<file path="config.mk">
export PLATFORM = sky130hd
export DESIGN_NAME = first_person_camera_update_top_flat
export DESIGN_NICKNAME = d
export VERILOG_FILES = /design/src/design/fpc_pkg.sv /design/src/design/fpc_if.sv /design/src/design/first_person_camera_update_top.sv /design/src/design/fpc_cordic.sv /design/src/flat_wrapper.sv
export SDC_FILE = /design/constraint.sdc
export NUM_CORES = 2
export LEC_CHECK = 0
export BUFFER_PORTS_ARGS = -buffer_cell sky130_fd_sc_hd__buf_2
export CAP_MARGIN = 20
export CORE_MARGIN = 10
export CORE_UTILIZATION = 60
export CTS_CLUSTER_SIZE = 20
export DETAILED_ROUTE_END_ITERATION = 8
export GPL_ROUTABILITY_DRIVEN = 0
export GPL_TIMING_DRIVEN = 1
export PLACE_DENSITY = 0.8
export SYNTH_ARGS = -nofsm -noshare
export SYNTH_HDL_FRONTEND = slang
export SYNTH_HIERARCHICAL = 1
export SYNTH_SLANG_ARGS = --single-unit
</file>
<file path="constraint.sdc">
create_clock -name clock -period 20.3 [get_ports clock]
set_clock_uncertainty 0.05 [all_clocks]
set_input_delay 3.045 -clock clock [delete_from_list [all_inputs] [get_ports clock]]
set_output_delay 3.045 -clock clock [all_outputs]
set_load 0.02 [all_outputs]
</file>
<file path="src/design/fpc_pkg.sv">
package fpc_pkg;

   // Angle format: Q9.7 degrees. Internal CORDIC angle: Q.20 degrees.
   localparam int ANGLE_FRAC_BITS = 7;
   localparam int ZF              = 20;
   localparam int ANGLE_SHIFT     = ZF - ANGLE_FRAC_BITS;
   localparam int TURN_SHIFT      = 12 - ANGLE_FRAC_BITS;
   localparam int FULL_TURN       = 360 << ANGLE_FRAC_BITS;
   localparam int HALF_TURN       = FULL_TURN / 2;
   localparam int RIGHT_ANGLE     = 90 << ANGLE_FRAC_BITS;
   localparam int WRAP_STEPS      = 14;
   localparam int ONE14           = 16384;
   localparam int CORDIC_X0       = 652032874;

   localparam logic [15:0] MOUSE_GAIN_RST  = 16'd2458;
   localparam logic [13:0] PITCH_LIMIT_RST = 14'd11392;
   localparam logic [15:0] MOVE_STEP_RST   = 16'd3277;
   localparam logic [15:0] ARROW_STEP_RST  = 16'd3277;

   typedef enum logic [1:0] {
      OP_POINTER = 2'd0,
      OP_KEYS    = 2'd1,
      OP_ARROW   = 2'd2,
      OP_NONE    = 2'd3
   } opcode_type;

   typedef enum logic [1:0] {
      ARROW_UP    = 2'd0,
      ARROW_DOWN  = 2'd1,
      ARROW_LEFT  = 2'd2,
      ARROW_RIGHT = 2'd3
   } arrow_type;

   typedef enum logic [1:0] {
      CSR_MOUSE_GAIN  = 2'd0,
      CSR_PITCH_LIMIT = 2'd1,
      CSR_MOVE_STEP   = 2'd2,
      CSR_ARROW_STEP  = 2'd3
   } csr_index_type;

   // atan(2^-i) in Q.20 degrees
   function automatic logic [26:0] atan_q20(input logic [4:0] i);
      logic [26:0] v;
      case (i)
         5'd0:    v = 27'd47185920;
         5'd1:    v = 27'd27855475;
         5'd2:    v = 27'd14718068;
         5'd3:    v = 27'd7471121;
         5'd4:    v = 27'd3750058;
         5'd5:    v = 27'd1876857;
         5'd6:    v = 27'd938658;
         5'd7:    v = 27'd469357;
         5'd8:    v = 27'd234682;
         5'd9:    v = 27'd117342;
         5'd10:   v = 27'd58671;
         5'd11:   v = 27'd29335;
         5'd12:   v = 27'd14668;
         5'd13:   v = 27'd7334;
         5'd14:   v = 27'd3667;
         5'd15:   v = 27'd1833;
         5'd16:   v = 27'd917;
         5'd17:   v = 27'd458;
         5'd18:   v = 27'd229;
         5'd19:   v = 27'd115;
         5'd20:   v = 27'd57;
         5'd21:   v = 27'd29;
         5'd22:   v = 27'd14;
         5'd23:   v = 27'd7;
         default: v = 27'd0;
      endcase
      return v;
   endfunction

   function automatic logic signed [31:0] sat32(input logic signed [32:0] v);
      logic signed [31:0] r;
      if (v > 33'sd2147483647)       r = 32'sh7FFFFFFF;
      else if (v < -33'sd2147483648) r = 32'sh80000000;
      else                           r = v[31:0];
      return r;
   endfunction

   // Q2.30 -> Q1.14, round half up, clamp, optional negate
   function automatic logic signed [15:0] trig_out(input logic signed [33:0] v,
                                                   input logic flip);
      logic signed [33:0] t;
      logic signed [15:0] c;
      t = (v + 34'sd32768) >>> 16;
      if (t > 34'sd16384)       c = 16'sd16384;
      else if (t < -34'sd16384) c = -16'sd16384;
      else                      c = t[15:0];
      return flip ? -c : c;
   endfunction

   // -1/0/+1 times v from a pair of opposing keys
   function automatic logic signed [17:0] key_term(input logic pos, input logic neg,
                                                   input logic signed [15:0] v);
      logic signed [17:0] r;
      if (pos && !neg)      r = 18'(v);
      else if (neg && !pos) r = -18'(v);
      else                  r = '0;
      return r;
   endfunction

endpackage

</file>
<file path="src/design/fpc_if.sv">
interface fpc_req_if;
   logic               valid;
   logic               ready;
   logic [1:0]         opcode;
   logic signed [15:0] pointer_x;
   logic signed [15:0] pointer_y;
   logic [5:0]         key_mask;
   logic [1:0]         arrow_code;

   modport source (output valid, opcode, pointer_x, pointer_y, key_mask, arrow_code,
                   input ready);
   modport sink   (input valid, opcode, pointer_x, pointer_y, key_mask, arrow_code,
                   output ready);
endinterface

interface fpc_rsp_if;
   logic               valid;
   logic               ready;
   logic signed [31:0] position_x;
   logic signed [31:0] position_y;
   logic signed [31:0] position_z;
   logic [15:0]        yaw_out;
   logic signed [14:0] pitch_out;
   logic signed [15:0] look_x;
   logic signed [15:0] look_y;
   logic signed [15:0] look_z;

   modport source (output valid, position_x, position_y, position_z, yaw_out, pitch_out,
                   look_x, look_y, look_z, input ready);
   modport sink   (input valid, position_x, position_y, position_z, yaw_out, pitch_out,
                   look_x, look_y, look_z, output ready);
endinterface

</file>
<file path="src/design/first_person_camera_update_top.sv">
// First-person yaw/pitch camera, one event per item.
// req (sink): opcode, pointer_x/y, key_mask, arrow_code. Accepted when
//   valid and ready are high at a rising clock edge. ready is high only
//   while the sequencer is idle; one item is in work at a time.
// rsp (source): position, yaw, pitch and forward vector after the event,
//   exactly one item per request. The result sits in an output register;
//   a new request is taken while it waits, but the finished next result
//   holds in the sequencer until the receiver has taken the previous one.
// csr: csr_we/csr_index/csr_wdata write gain, pitch limit, move and
//   arrow steps; write only while idle.
// Steps: a pointer move with a prior pointer runs the mouse turn, the
//   yaw modulo, both CORDIC passes, the vector steps and the result write;
//   a movement key tick runs the CORDIC passes, the vector steps, the
//   position steps and the result write; others skip turn, modulo and
//   position steps. The time is set by the shared CORDIC, run once for
//   yaw and once for pitch, the 14-step modulo of yaw and the single
//   shared 18x18 multiplier. The next item is accepted once the previous
//   result has moved into the rsp register; items never overlap.
// Reset (synchronous, active high): position and angles zero, no pointer
//   seen, registers to their defaults, rsp empty.
module first_person_camera_update_top #(
   parameter int TRIG_ITERATIONS = 16
) (
   input  logic        clock,
   input  logic        reset,
   input  logic        csr_we,
   input  logic [1:0]  csr_index,
   input  logic [15:0] csr_wdata,
   fpc_req_if.sink     req,
   fpc_rsp_if.source   rsp
);
   import fpc_pkg::*;

   typedef enum logic [5:0] {
      ST_IDLE = 6'b000001,
      ST_TURN = 6'b000010,
      ST_WRAP = 6'b000100,
      ST_CORD = 6'b001000,
      ST_VEC  = 6'b010000,
      ST_FIN  = 6'b100000
   } state_type;

   localparam logic signed [31:0] WRAP_BIAS = 32'(FULL_TURN << (WRAP_STEPS - 1));

   // configuration
   logic [15:0] mouse_gain_ff, move_step_ff, arrow_step_ff;
   logic [13:0] pitch_limit_ff;

   // sequencer
   state_type   state_ff, state_in;
   logic [3:0]  mstep_ff, mstep_in;
   logic [3:0]  wrap_k_ff, wrap_k_in;
   logic [29:0] wrap_ff, wrap_in;
   logic        phase_ff, phase_in;
   logic        start_ff, start_in;
   logic [1:0]  op_ff, op_in;
   logic [5:0]  keys_ff, keys_in;

   // camera state
   logic signed [15:0] px_ff, px_in, py_ff, py_in;
   logic signed [15:0] lastx_ff, lastx_in, lasty_ff, lasty_in;
   logic               seen_ff, seen_in;
   logic [15:0]        yaw_ff, yaw_in;
   logic signed [14:0] pitch_ff, pitch_in;
   logic signed [31:0] posx_ff, posx_in, posy_ff, posy_in, posz_ff, posz_in;

   // vectors
   logic signed [15:0] sy_ff, sy_in, cy_ff, cy_in, sp_ff, sp_in, cp_ff, cp_in;
   logic signed [15:0] f0_ff, f0_in, f2_ff, f2_in;
   logic signed [15:0] u0_ff, u0_in, u1_ff, u1_in, u2_ff, u2_in;
   logic signed [35:0] acc_ff, acc_in;

   // result register
   logic               rsp_valid_ff, rsp_valid_in;
   logic signed [31:0] rpx_ff, rpx_in, rpy_ff, rpy_in, rpz_ff, rpz_in;
   logic [15:0]        ryaw_ff, ryaw_in;
   logic signed [14:0] rpitch_ff, rpitch_in;
   logic signed [15:0] rlx_ff, rlx_in, rly_ff, rly_in, rlz_ff, rlz_in;

   // datapath
   logic signed [17:0] mul_a, mul_b;
   logic signed [35:0] prod, rnd14, rnd5;
   logic signed [36:0] u1_sum, u1_rnd;
   logic signed [31:0] yaw_sum, pitch_sum, lim32;
   logic [14:0]        lim15;
   logic [29:0]        wrap_sub, wrap_next;
   logic signed [17:0] sx, sy_sum, sz;
   logic signed [15:0] cord_angle, cord_sin, cord_cos, yaw_signed;
   logic               cord_done, accept, rsp_take;

   fpc_cordic #(.ITERATIONS(TRIG_ITERATIONS)) u_cordic (
      .clock (clock),
      .reset (reset),
      .start (start_ff),
      .angle (cord_angle),
      .done  (cord_done),
      .sin_q (cord_sin),
      .cos_q (cord_cos)
   );

   assign req.ready = (state_ff == ST_IDLE);
   assign accept    = req.valid && req.ready;
   assign rsp_take  = rsp_valid_ff && rsp.ready;

   // yaw folded to -180..180 for the sine/cosine
   assign yaw_signed = (yaw_ff >= 16'(HALF_TURN)) ? signed'(yaw_ff - 16'(FULL_TURN))
                                                   : signed'(yaw_ff);
   assign cord_angle = phase_ff ? 16'(pitch_ff) : yaw_signed;

   // net key directions times the vectors, per axis
   always_comb begin
      sx     = key_term(keys_ff[0], keys_ff[1], f0_ff) + key_term(keys_ff[3], keys_ff[2], -cy_ff)
             + key_term(keys_ff[5], keys_ff[4], u0_ff);
      sy_sum = key_term(keys_ff[0], keys_ff[1], sp_ff) + key_term(keys_ff[5], keys_ff[4], u1_ff);
      sz     = key_term(keys_ff[0], keys_ff[1], f2_ff) + key_term(keys_ff[3], keys_ff[2], sy_ff)
             + key_term(keys_ff[5], keys_ff[4], u2_ff);
   end

   // shared multiplier operand select
   always_comb begin
      mul_a = '0;
      mul_b = '0;
      if (state_ff == ST_TURN) begin
         mul_a = (mstep_ff == 4'd0) ? 18'(17'(px_ff) - 17'(lastx_ff))
                                    : 18'(17'(py_ff) - 17'(lasty_ff));
         mul_b = 18'({2'b00, mouse_gain_ff});
      end else if (state_ff == ST_VEC) begin
         case (mstep_ff)
            4'd0:    begin mul_a = 18'(cp_ff); mul_b = 18'(sy_ff); end
            4'd1:    begin mul_a = 18'(cp_ff); mul_b = 18'(cy_ff); end
            4'd2:    begin mul_a = 18'(sp_ff); mul_b = 18'(sy_ff); end
            4'd3:    begin mul_a = 18'(sp_ff); mul_b = 18'(cy_ff); end
            4'd4:    begin mul_a = 18'(f2_ff); mul_b = 18'(cy_ff); end
            4'd5:    begin mul_a = 18'(f0_ff); mul_b = 18'(sy_ff); end
            4'd6:    begin mul_a = sx;         mul_b = 18'({2'b00, move_step_ff}); end
            4'd7:    begin mul_a = sy_sum;     mul_b = 18'({2'b00, move_step_ff}); end
            4'd8:    begin mul_a = sz;         mul_b = 18'({2'b00, move_step_ff}); end
            default: begin mul_a = '0;         mul_b = '0; end
         endcase
      end
   end

   assign prod   = mul_a * mul_b;
   assign rnd14  = (prod + 36'sd8192) >>> 14;
   assign rnd5   = (prod + 36'(1 << (TURN_SHIFT - 1))) >>> TURN_SHIFT;
   assign u1_sum = -37'(acc_ff) - 37'(prod);
   assign u1_rnd = (u1_sum + 37'sd8192) >>> 14;

   assign yaw_sum   = 32'(signed'({1'b0, yaw_ff})) + 32'(rnd5) + WRAP_BIAS;
   assign pitch_sum = 32'(pitch_ff) - 32'(rnd5);
   assign lim15     = ({1'b0, pitch_limit_ff} > 15'(RIGHT_ANGLE)) ? 15'(RIGHT_ANGLE)
                                                                  : {1'b0, pitch_limit_ff};
   assign lim32     = 32'(signed'({1'b0, lim15}));
   assign wrap_sub  = 30'(FULL_TURN) << wrap_k_ff;
   assign wrap_next = (wrap_ff >= wrap_sub) ? wrap_ff - wrap_sub : wrap_ff;

   always_comb begin
      state_in  = state_ff;
      mstep_in  = mstep_ff;
      wrap_k_in = wrap_k_ff;
      wrap_in   = wrap_ff;
      phase_in  = phase_ff;
      start_in  = 1'b0;
      op_in     = op_ff;
      keys_in   = keys_ff;
      px_in     = px_ff;
      py_in     = py_ff;
      lastx_in  = lastx_ff;
      lasty_in  = lasty_ff;
      seen_in   = seen_ff;
      yaw_in    = yaw_ff;
      pitch_in  = pitch_ff;
      posx_in   = posx_ff;
      posy_in   = posy_ff;
      posz_in   = posz_ff;
      sy_in = sy_ff; cy_in = cy_ff; sp_in = sp_ff; cp_in = cp_ff;
      f0_in = f0_ff; f2_in = f2_ff;
      u0_in = u0_ff; u1_in = u1_ff; u2_in = u2_ff;
      acc_in = acc_ff;
      rsp_valid_in = rsp_take ? 1'b0 : rsp_valid_ff;
      rpx_in = rpx_ff; rpy_in = rpy_ff; rpz_in = rpz_ff;
      ryaw_in = ryaw_ff; rpitch_in = rpitch_ff;
      rlx_in = rlx_ff; rly_in = rly_ff; rlz_in = rlz_ff;

      case (state_ff)
         ST_IDLE: begin
            if (accept) begin
               op_in    = req.opcode;
               keys_in  = req.key_mask;
               px_in    = req.pointer_x;
               py_in    = req.pointer_y;
               mstep_in = '0;
               phase_in = 1'b0;
               if (req.opcode == OP_POINTER && seen_ff) begin
                  state_in = ST_TURN;
               end else begin
                  state_in = ST_CORD;
                  start_in = 1'b1;
                  if (req.opcode == OP_POINTER) begin
                     seen_in  = 1'b1;
                     lastx_in = req.pointer_x;
                     lasty_in = req.pointer_y;
                  end else if (req.opcode == OP_ARROW) begin
                     case (req.arrow_code)
                        ARROW_UP: posy_in = sat32(33'(posy_ff)
                                        + 33'(signed'({1'b0, arrow_step_ff})));
                        ARROW_DOWN: posy_in = sat32(33'(posy_ff)
                                        - 33'(signed'({1'b0, arrow_step_ff})));
                        ARROW_LEFT: posx_in = sat32(33'(posx_ff)
                                        - 33'(signed'({1'b0, arrow_step_ff})));
                        default: posx_in = sat32(33'(posx_ff)
                                        + 33'(signed'({1'b0, arrow_step_ff})));
                     endcase
                  end
               end
            end
         end
         ST_TURN: begin
            if (mstep_ff == 4'd0) begin
               wrap_in   = 30'(yaw_sum);
               wrap_k_in = 4'(WRAP_STEPS - 1);
               mstep_in  = 4'd1;
            end else begin
               if (pitch_sum > lim32)       pitch_in = lim15;
               else if (pitch_sum < -lim32) pitch_in = -lim15;
               else                         pitch_in = pitch_sum[14:0];
               lastx_in = px_ff;
               lasty_in = py_ff;
               mstep_in = '0;
               state_in = ST_WRAP;
            end
         end
         ST_WRAP: begin
            wrap_in = wrap_next;
            if (wrap_k_ff == 4'd0) begin
               yaw_in   = wrap_next[15:0];
               state_in = ST_CORD;
               start_in = 1'b1;
            end else begin
               wrap_k_in = wrap_k_ff - 1'b1;
            end
         end
         ST_CORD: begin
            if (cord_done) begin
               if (!phase_ff) begin
                  sy_in    = cord_sin;
                  cy_in    = cord_cos;
                  phase_in = 1'b1;
                  start_in = 1'b1;
               end else begin
                  sp_in    = cord_sin;
                  cp_in    = cord_cos;
                  mstep_in = '0;
                  state_in = ST_VEC;
               end
            end
         end
         ST_VEC: begin
            mstep_in = mstep_ff + 1'b1;
            case (mstep_ff)
               4'd0: f0_in = rnd14[15:0];
               4'd1: f2_in = rnd14[15:0];
               4'd2: u0_in = rnd14[15:0];
               4'd3: u2_in = rnd14[15:0];
               4'd4: acc_in = prod;
               4'd5: begin
                  u1_in = u1_rnd[15:0];
                  if (op_ff != OP_KEYS) state_in = ST_FIN;
               end
               4'd6: posx_in = sat32(33'(posx_ff) + 33'(rnd14));
               4'd7: posy_in = sat32(33'(posy_ff) + 33'(rnd14));
               4'd8: begin
                  posz_in  = sat32(33'(posz_ff) + 33'(rnd14));
                  state_in = ST_FIN;
               end
               default: state_in = ST_FIN;
            endcase
         end
         ST_FIN: begin
            if (!rsp_valid_ff || rsp.ready) begin
               rsp_valid_in = 1'b1;
               rpx_in    = posx_ff;
               rpy_in    = posy_ff;
               rpz_in    = posz_ff;
               ryaw_in   = yaw_ff;
               rpitch_in = pitch_ff;
               rlx_in    = f0_ff;
               rly_in    = sp_ff;
               rlz_in    = f2_ff;
               state_in  = ST_IDLE;
            end
         end
         default: state_in = ST_IDLE;
      endcase
   end

   always_ff @(posedge clock) begin
      if (reset) begin
         state_ff       <= ST_IDLE;
         start_ff       <= 1'b0;
         rsp_valid_ff   <= 1'b0;
         seen_ff        <= 1'b0;
         lastx_ff       <= '0;
         lasty_ff       <= '0;
         yaw_ff         <= '0;
         pitch_ff       <= '0;
         posx_ff        <= '0;
         posy_ff        <= '0;
         posz_ff        <= '0;
         mouse_gain_ff  <= MOUSE_GAIN_RST;
         pitch_limit_ff <= PITCH_LIMIT_RST;
         move_step_ff   <= MOVE_STEP_RST;
         arrow_step_ff  <= ARROW_STEP_RST;
      end else begin
         state_ff     <= state_in;
         start_ff     <= start_in;
         rsp_valid_ff <= rsp_valid_in;
         seen_ff      <= seen_in;
         lastx_ff     <= lastx_in;
         lasty_ff     <= lasty_in;
         yaw_ff       <= yaw_in;
         pitch_ff     <= pitch_in;
         posx_ff      <= posx_in;
         posy_ff      <= posy_in;
         posz_ff      <= posz_in;
         if (csr_we) begin
            case (csr_index)
               CSR_MOUSE_GAIN:  mouse_gain_ff  <= csr_wdata;
               CSR_PITCH_LIMIT: pitch_limit_ff <= csr_wdata[13:0];
               CSR_MOVE_STEP:   move_step_ff   <= csr_wdata;
               default:         arrow_step_ff  <= csr_wdata;
            endcase
         end
      end
      mstep_ff  <= mstep_in;
      wrap_k_ff <= wrap_k_in;
      wrap_ff   <= wrap_in;
      phase_ff  <= phase_in;
      op_ff     <= op_in;
      keys_ff   <= keys_in;
      px_ff     <= px_in;
      py_ff     <= py_in;
      sy_ff <= sy_in; cy_ff <= cy_in; sp_ff <= sp_in; cp_ff <= cp_in;
      f0_ff <= f0_in; f2_ff <= f2_in;
      u0_ff <= u0_in; u1_ff <= u1_in; u2_ff <= u2_in;
      acc_ff <= acc_in;
      rpx_ff <= rpx_in; rpy_ff <= rpy_in; rpz_ff <= rpz_in;
      ryaw_ff <= ryaw_in; rpitch_ff <= rpitch_in;
      rlx_ff <= rlx_in; rly_ff <= rly_in; rlz_ff <= rlz_in;
   end

   assign rsp.valid      = rsp_valid_ff;
   assign rsp.position_x = rpx_ff;
   assign rsp.position_y = rpy_ff;
   assign rsp.position_z = rpz_ff;
   assign rsp.yaw_out    = ryaw_ff;
   assign rsp.pitch_out  = rpitch_ff;
   assign rsp.look_x     = rlx_ff;
   assign rsp.look_y     = rly_ff;
   assign rsp.look_z     = rlz_ff;

endmodule

</file>
<file path="src/design/fpc_cordic.sv">
module fpc_cordic #(
   parameter int ITERATIONS = 16
) (
   input  logic               clock,
   input  logic               reset,
   input  logic               start,
   input  logic signed [15:0] angle,
   output logic               done,
   output logic signed [15:0] sin_q,
   output logic signed [15:0] cos_q
);
   import fpc_pkg::*;

   localparam int ITER_W = $clog2(ITERATIONS);
   localparam logic signed [29:0] QUARTER = 30'(90 <<< ZF);
   localparam logic signed [29:0] HALF    = 30'(180 <<< ZF);

   logic               busy_ff, busy_in;
   logic               done_ff, done_in;
   logic               flip_ff, flip_in;
   logic [ITER_W-1:0]  iter_ff, iter_in;
   logic signed [33:0] x_ff, x_in, y_ff, y_in;
   logic signed [29:0] z_ff, z_in;

   logic signed [29:0] z_raw;
   logic signed [33:0] dx, dy;
   logic signed [29:0] at;

   always_comb begin
      z_raw = 30'(angle) <<< ANGLE_SHIFT;
      dx    = y_ff >>> iter_ff;
      dy    = x_ff >>> iter_ff;
      at    = 30'(atan_q20(5'(iter_ff)));
      busy_in = busy_ff;
      done_in = 1'b0;
      flip_in = flip_ff;
      iter_in = iter_ff;
      x_in    = x_ff;
      y_in    = y_ff;
      z_in    = z_ff;
      if (start) begin
         busy_in = 1'b1;
         iter_in = '0;
         x_in    = 34'(CORDIC_X0);
         y_in    = '0;
         if (z_raw > QUARTER) begin
            z_in = z_raw - HALF;
            flip_in = 1'b1;
         end else if (z_raw < -QUARTER) begin
            z_in = z_raw + HALF;
            flip_in = 1'b1;
         end else begin
            z_in = z_raw;
            flip_in = 1'b0;
         end
      end else if (busy_ff) begin
         if (z_ff >= 0) begin
            x_in = x_ff - dx;
            y_in = y_ff + dy;
            z_in = z_ff - at;
         end else begin
            x_in = x_ff + dx;
            y_in = y_ff - dy;
            z_in = z_ff + at;
         end
         if (iter_ff == ITER_W'(ITERATIONS - 1)) begin
            busy_in = 1'b0;
            done_in = 1'b1;
         end else begin
            iter_in = iter_ff + 1'b1;
         end
      end
   end

   always_ff @(posedge clock) begin
      if (reset) begin
         busy_ff <= 1'b0;
         done_ff <= 1'b0;
      end else begin
         busy_ff <= busy_in;
         done_ff <= done_in;
      end
      flip_ff <= flip_in;
      iter_ff <= iter_in;
      x_ff    <= x_in;
      y_ff    <= y_in;
      z_ff    <= z_in;
   end

   assign done  = done_ff;
   assign cos_q = trig_out(x_ff, flip_ff);
   assign sin_q = trig_out(y_ff, flip_ff);

endmodule
</file>
<file path="src/flat_wrapper.sv">
// flat-port wrapper written by rule: the top's interface ports become plain ports
module first_person_camera_update_top_flat import fpc_pkg::*;
#(
   parameter int TRIG_ITERATIONS = 16
)
  (clock, reset, csr_we, csr_index, csr_wdata, req_valid, req_opcode, req_pointer_x, req_pointer_y, req_key_mask, req_arrow_code, req_ready, rsp_valid, rsp_position_x, rsp_position_y, rsp_position_z, rsp_yaw_out, rsp_pitch_out, rsp_look_x, rsp_look_y, rsp_look_z, rsp_ready);
  fpc_req_if req_i ();
  fpc_rsp_if rsp_i ();
  input  logic clock;
  input  logic reset;
  input  logic csr_we;
  input  logic [1:0] csr_index;
  input  logic [15:0] csr_wdata;
  input wire logic [$bits(req_i.valid)-1:0] req_valid;
  input wire logic [$bits(req_i.opcode)-1:0] req_opcode;
  input wire logic [$bits(req_i.pointer_x)-1:0] req_pointer_x;
  input wire logic [$bits(req_i.pointer_y)-1:0] req_pointer_y;
  input wire logic [$bits(req_i.key_mask)-1:0] req_key_mask;
  input wire logic [$bits(req_i.arrow_code)-1:0] req_arrow_code;
  output wire logic [$bits(req_i.ready)-1:0] req_ready;
  output wire logic [$bits(rsp_i.valid)-1:0] rsp_valid;
  output wire logic [$bits(rsp_i.position_x)-1:0] rsp_position_x;
  output wire logic [$bits(rsp_i.position_y)-1:0] rsp_position_y;
  output wire logic [$bits(rsp_i.position_z)-1:0] rsp_position_z;
  output wire logic [$bits(rsp_i.yaw_out)-1:0] rsp_yaw_out;
  output wire logic [$bits(rsp_i.pitch_out)-1:0] rsp_pitch_out;
  output wire logic [$bits(rsp_i.look_x)-1:0] rsp_look_x;
  output wire logic [$bits(rsp_i.look_y)-1:0] rsp_look_y;
  output wire logic [$bits(rsp_i.look_z)-1:0] rsp_look_z;
  input wire logic [$bits(rsp_i.ready)-1:0] rsp_ready;
  assign req_i.valid = req_valid;
  assign req_i.opcode = req_opcode;
  assign req_i.pointer_x = req_pointer_x;
  assign req_i.pointer_y = req_pointer_y;
  assign req_i.key_mask = req_key_mask;
  assign req_i.arrow_code = req_arrow_code;
  assign req_ready = req_i.ready;
  assign rsp_valid = rsp_i.valid;
  assign rsp_position_x = rsp_i.position_x;
  assign rsp_position_y = rsp_i.position_y;
  assign rsp_position_z = rsp_i.position_z;
  assign rsp_yaw_out = rsp_i.yaw_out;
  assign rsp_pitch_out = rsp_i.pitch_out;
  assign rsp_look_x = rsp_i.look_x;
  assign rsp_look_y = rsp_i.look_y;
  assign rsp_look_z = rsp_i.look_z;
  assign rsp_i.ready = rsp_ready;
  first_person_camera_update_top #(.TRIG_ITERATIONS(TRIG_ITERATIONS)) u_core (.clock(clock), .reset(reset), .csr_we(csr_we), .csr_index(csr_index), .csr_wdata(csr_wdata), .req(req_i), .rsp(rsp_i));
endmodule
</file>
==> metrics.md <==
| Metric | Value |
|---|---|
| Library cells used by synthesis | between 100 and 150 |
| Worst setup EP type | flip-flop |
| Hold Crit Class | flip-flop to flip-flop |
| Tot GR Track Use | between 30% and 40% |
| DP Wirelength | around 200000 µm |
| CP Max Fanout | 16 |
| Crit path launch type | flip-flop |
| Setup violations, final | 0 |
| Mapped Nets | about 11k |
| Final worst-path cycle share | between 80% and 90% |
| Root Buffer | clkbuf_16 |
| Slew Limit Headroom | 16.9% |
| Synth Instances | approximately 9.5k |
| Outcome | complete, but fails checks |
| Vias | ~74k |
| PwrDens | between 100 and 150 mW/mm² |
| DRC | 35 |
| Post-CTS setup buffer count | 0 |
| Layout overhead on the synthesized area | 7.35% |
| Largest stage delay, worst path | 0.77 ns |
| Placed cell count | 11.2k |
| Post-Place Setup Slack | 3.33 ns |
| Die Span Y | slightly below 400 µm |
| Clock power frac | approximately 16% |
| Core Area | between 0.1 and 0.15 mm² |
| Min Clock Period, post-route | between 15 and 20 ns |
| Worst vdd ir | roughly 110 µV |
| Clock transition at path regs | about 0.070 ns |
| Critical Path Slowest Stage Cell | xor2_1 |
| Largest net degree at the start of global routing | between 90 and 100 |
| Syn Std Cell Area | about 0.080 mm² |
| # H-tree levels | 3 |
| PortBufs | roughly 240 |
| Crit Path Class | flip-flop to flip-flop |
| Fin nets | between 10k and 15k |
| Antenna violations before repair | 27 |
| Synth area leaders | edfxtp_1 17%, ha_1 10%, fa_1 9.4% |
| Reg power frac | around 22% |
| Post-DRT Antenna Nets | 0 |
| IO Pins | roughly 240 |
| Critical Path AT | between 15 and 20 ns |
| Layout cells sized above 1 | under 10% |
| First-pass GRT wire length | between 300000 and 400000 µm |
| CTS tree | yes |
| CTS Buf Count | 92 |
| Worst-skew pair later-pin latency | roughly 0.74 ns |
| Worst setup margin | around 2.9 ns |
| Leak | approximately 37 nW |
| Post-synth EDFFs | ~460 |
| Ys flop type | edfxtp_1 |
| Clk sink count | just under 800 |
| DR WL/cell | 22.8 µm |
| Starting Density | approximately three fifths |
| CTS resizes | 0 |
| Final WL | approximately 260000 µm |
| Initial drt markers | just over 9k |
| F_max | roughly 57 MHz |
| Flops & latches, synth | about 790 |
| Placed cell area | slightly above 0.08 mm² |
| Setup TNS | 0 ns |
| Max Slew Vio Count | 0 |
| Req. time, crit path | between 20 and 25 ns |
| Via density | around 6.5 |
| Die Span X | about 380 µm |
| Final std cells w/o fill | about 11k |
| Vias in the first global route | 70.6k |
| Yosys top cell area share | about 17% |
| Worst-Margin Slew | roughly 1.2 ns |
| Cell Int Power | around 6 mW |
| Sequential element share of the synthesized area | approximately a quarter |
| RSZ-0062 raised after global routing | false |
| Post-synthesis area per instance | approximately 8.4 µm² |
| Switching share of power | just under 50% |
| Ys Warns | 6 |
| Worst hold slack | approximately 0.41 ns |
| MaxCap Viol Count | 0 |
| Largest area contributor in the netlist | edfxtp_1 |
| Die ar. | 0.148 mm² |
| Gr ovfl total | 0 |
| Final instance area | approximately 0.086 mm² |
| Number of iterations in the first detailed-routing pass | 9 |
| Fillers | approximately 11k |
| Count of final hold-check violations | 0 |
| Hold Buf Count CTS | 0 |
| Clock buffer depth | 3 |
| Net Sw Power | between 5 and 6 mW |
| FP Rows | ~130 |
| Comb pwr share | 62.8% |
| Ys async rst share | 0% |
| Failing checks | DRC |
## registers in the layout, indices dropped and copies added (netlist names), 26 cells and up
signal,count
u_core/rsp.position_y,32
u_core/u_cordic/at,26
u_core/u_cordic/z_ff,30
u_core/rsp.position_z,32
u_core/u_cordic/x_ff,34
u_core/u_cordic/y_ff,34
u_core/acc_ff,30
u_core/posz_ff,32
u_core/posy_ff,32
u_core/posx_ff,32
u_core/rsp.position_x,32
u_core/wrap_ff,30
## final timing paths
kind         cells past startpoint  slack, ns                     end              startpoint
max                             58       2.90      u_core/posy_ff[30]         u_core/cy_ff[0]
min                              2       0.41  u_core/move_step_ff[8]  u_core/move_step_ff[8]
max reg2reg                     58       2.90      u_core/posy_ff[30]         u_core/cy_ff[0]
min reg2reg                      2       0.41  u_core/move_step_ff[8]  u_core/move_step_ff[8]
## placed cells by master, fill, tap and decap left out, drive strengths merged, types with 57 or more instances in the layout
| cell type | instances |
|---|---|
| a211oi | 106 |
| a21o | 210 |
| a21oi | 754 |
| a22oi | 104 |
| a31oi | 76 |
| and2 | 126 |
| and3 | 85 |
| buf | 356 |
| clkbuf | 115 |
| dfxtp | 330 |
| edfxtp | 459 |
| fa | 374 |
| ha | 647 |
| inv | 839 |
| mux2i | 110 |
| nand2 | 1092 |
| nand2b | 103 |
| nand3 | 174 |
| nand4 | 57 |
| nor2 | 772 |
| nor2b | 93 |
| nor3 | 185 |
| nor4 | 68 |
| o21a | 87 |
| o21ai | 582 |
| o31ai | 62 |
| or3 | 117 |
| xnor2 | 436 |
| xor2 | 217 |
## final cells by class
class                           instances  area, µm²  area share (%)
Tap cell                             1755       2200            2.56
Sequential cell                       789      20400            23.8
Timing Repair Buffer                  356       2080            2.42
Antenna cell                           11       27.5          0.0321
Multi-Input combinational cell       7447      54600            63.7
Inverter                              832       3120            3.65
Clock buffer                          115       2550            2.98
Clock inverter                         59        683           0.798
## critical path: cells and delay by family (launching register included)
family | cells | cell delay [ns]
buffers and inverters | 6 | 0.60
AND/OR/NAND/NOR | 15 | 3.90
AO/OA/AOI/OAI | 20 | 5.22
XOR/XNOR | 5 | 1.71
adder cells (fa/ha/maj) | 11 | 5.08
flip-flops | 1 | 0.50
multiplexers | 1 | 0.17
## kinds of logic (layout without fill, tap and decap cells)
group	after synthesis	in the layout	synth area share, %
buffers and inverters	1284	1362	6.18
xor gates and xnor gates	653	653	7.22
AOI/OAI and AO/OA	2492	2492	20.0
muxes	201	201	3.31
and+or+nand+nor	3070	3070	18.1
other	0	11	0
adders and majority gates	1031	1031	19.7
DFF	789	789	25.6
## synthesized netlist by cell type (53+ instances only)
cell and number:
o211ai_1 53, xor2_1 216, nand2b_1 103, nand2_1 1091, dfxtp_1 330, nor2b_1 93
mux2i_1 110, xnor2_1 432, a211oi_1 101, nor3_1 183, inv_1 814, nor4_1 66
and2_1 124, a22oi_1 104, fa_1 374, o21ai_0 547, a21o_1 210, nand4_1 56
edfxtp_1 459, o31ai_1 61, o21a_1 87, or3_1 114, ha_1 647, a21oi_1 754
a31oi_1 76, clkbuf_1 373, and3_1 85, nor2_1 771, nand3_1 172
## power by group through the flow
stage	logic (mW)	registers, mW	clock network (mW)
after floorplan	5.49	2.25	0
after global placement	6.69	2.45	0
after detailed placement	6.88	2.46	0
after CTS	6.95	2.43	1.80
after global routing	7.80	2.47	1.87
final	7.17	2.46	1.79
## metrics by stage
step	util (%)	total power, mW
after global routing	65.0	12.1
after CTS	64.9	11.2
final	65.0	11.4
after detailed placement	62.5	9.34
after floorplan	-	7.74
after global placement	62.5	9.14
## layer usage
layer	global-route usage (%)	part of all wire [%]
met1	41.7	37
met2	50.6	42
met3	11.5	14
met4	19.3	6.5
met5	0.487	0.098
Power figures use the tool's default switching activity.
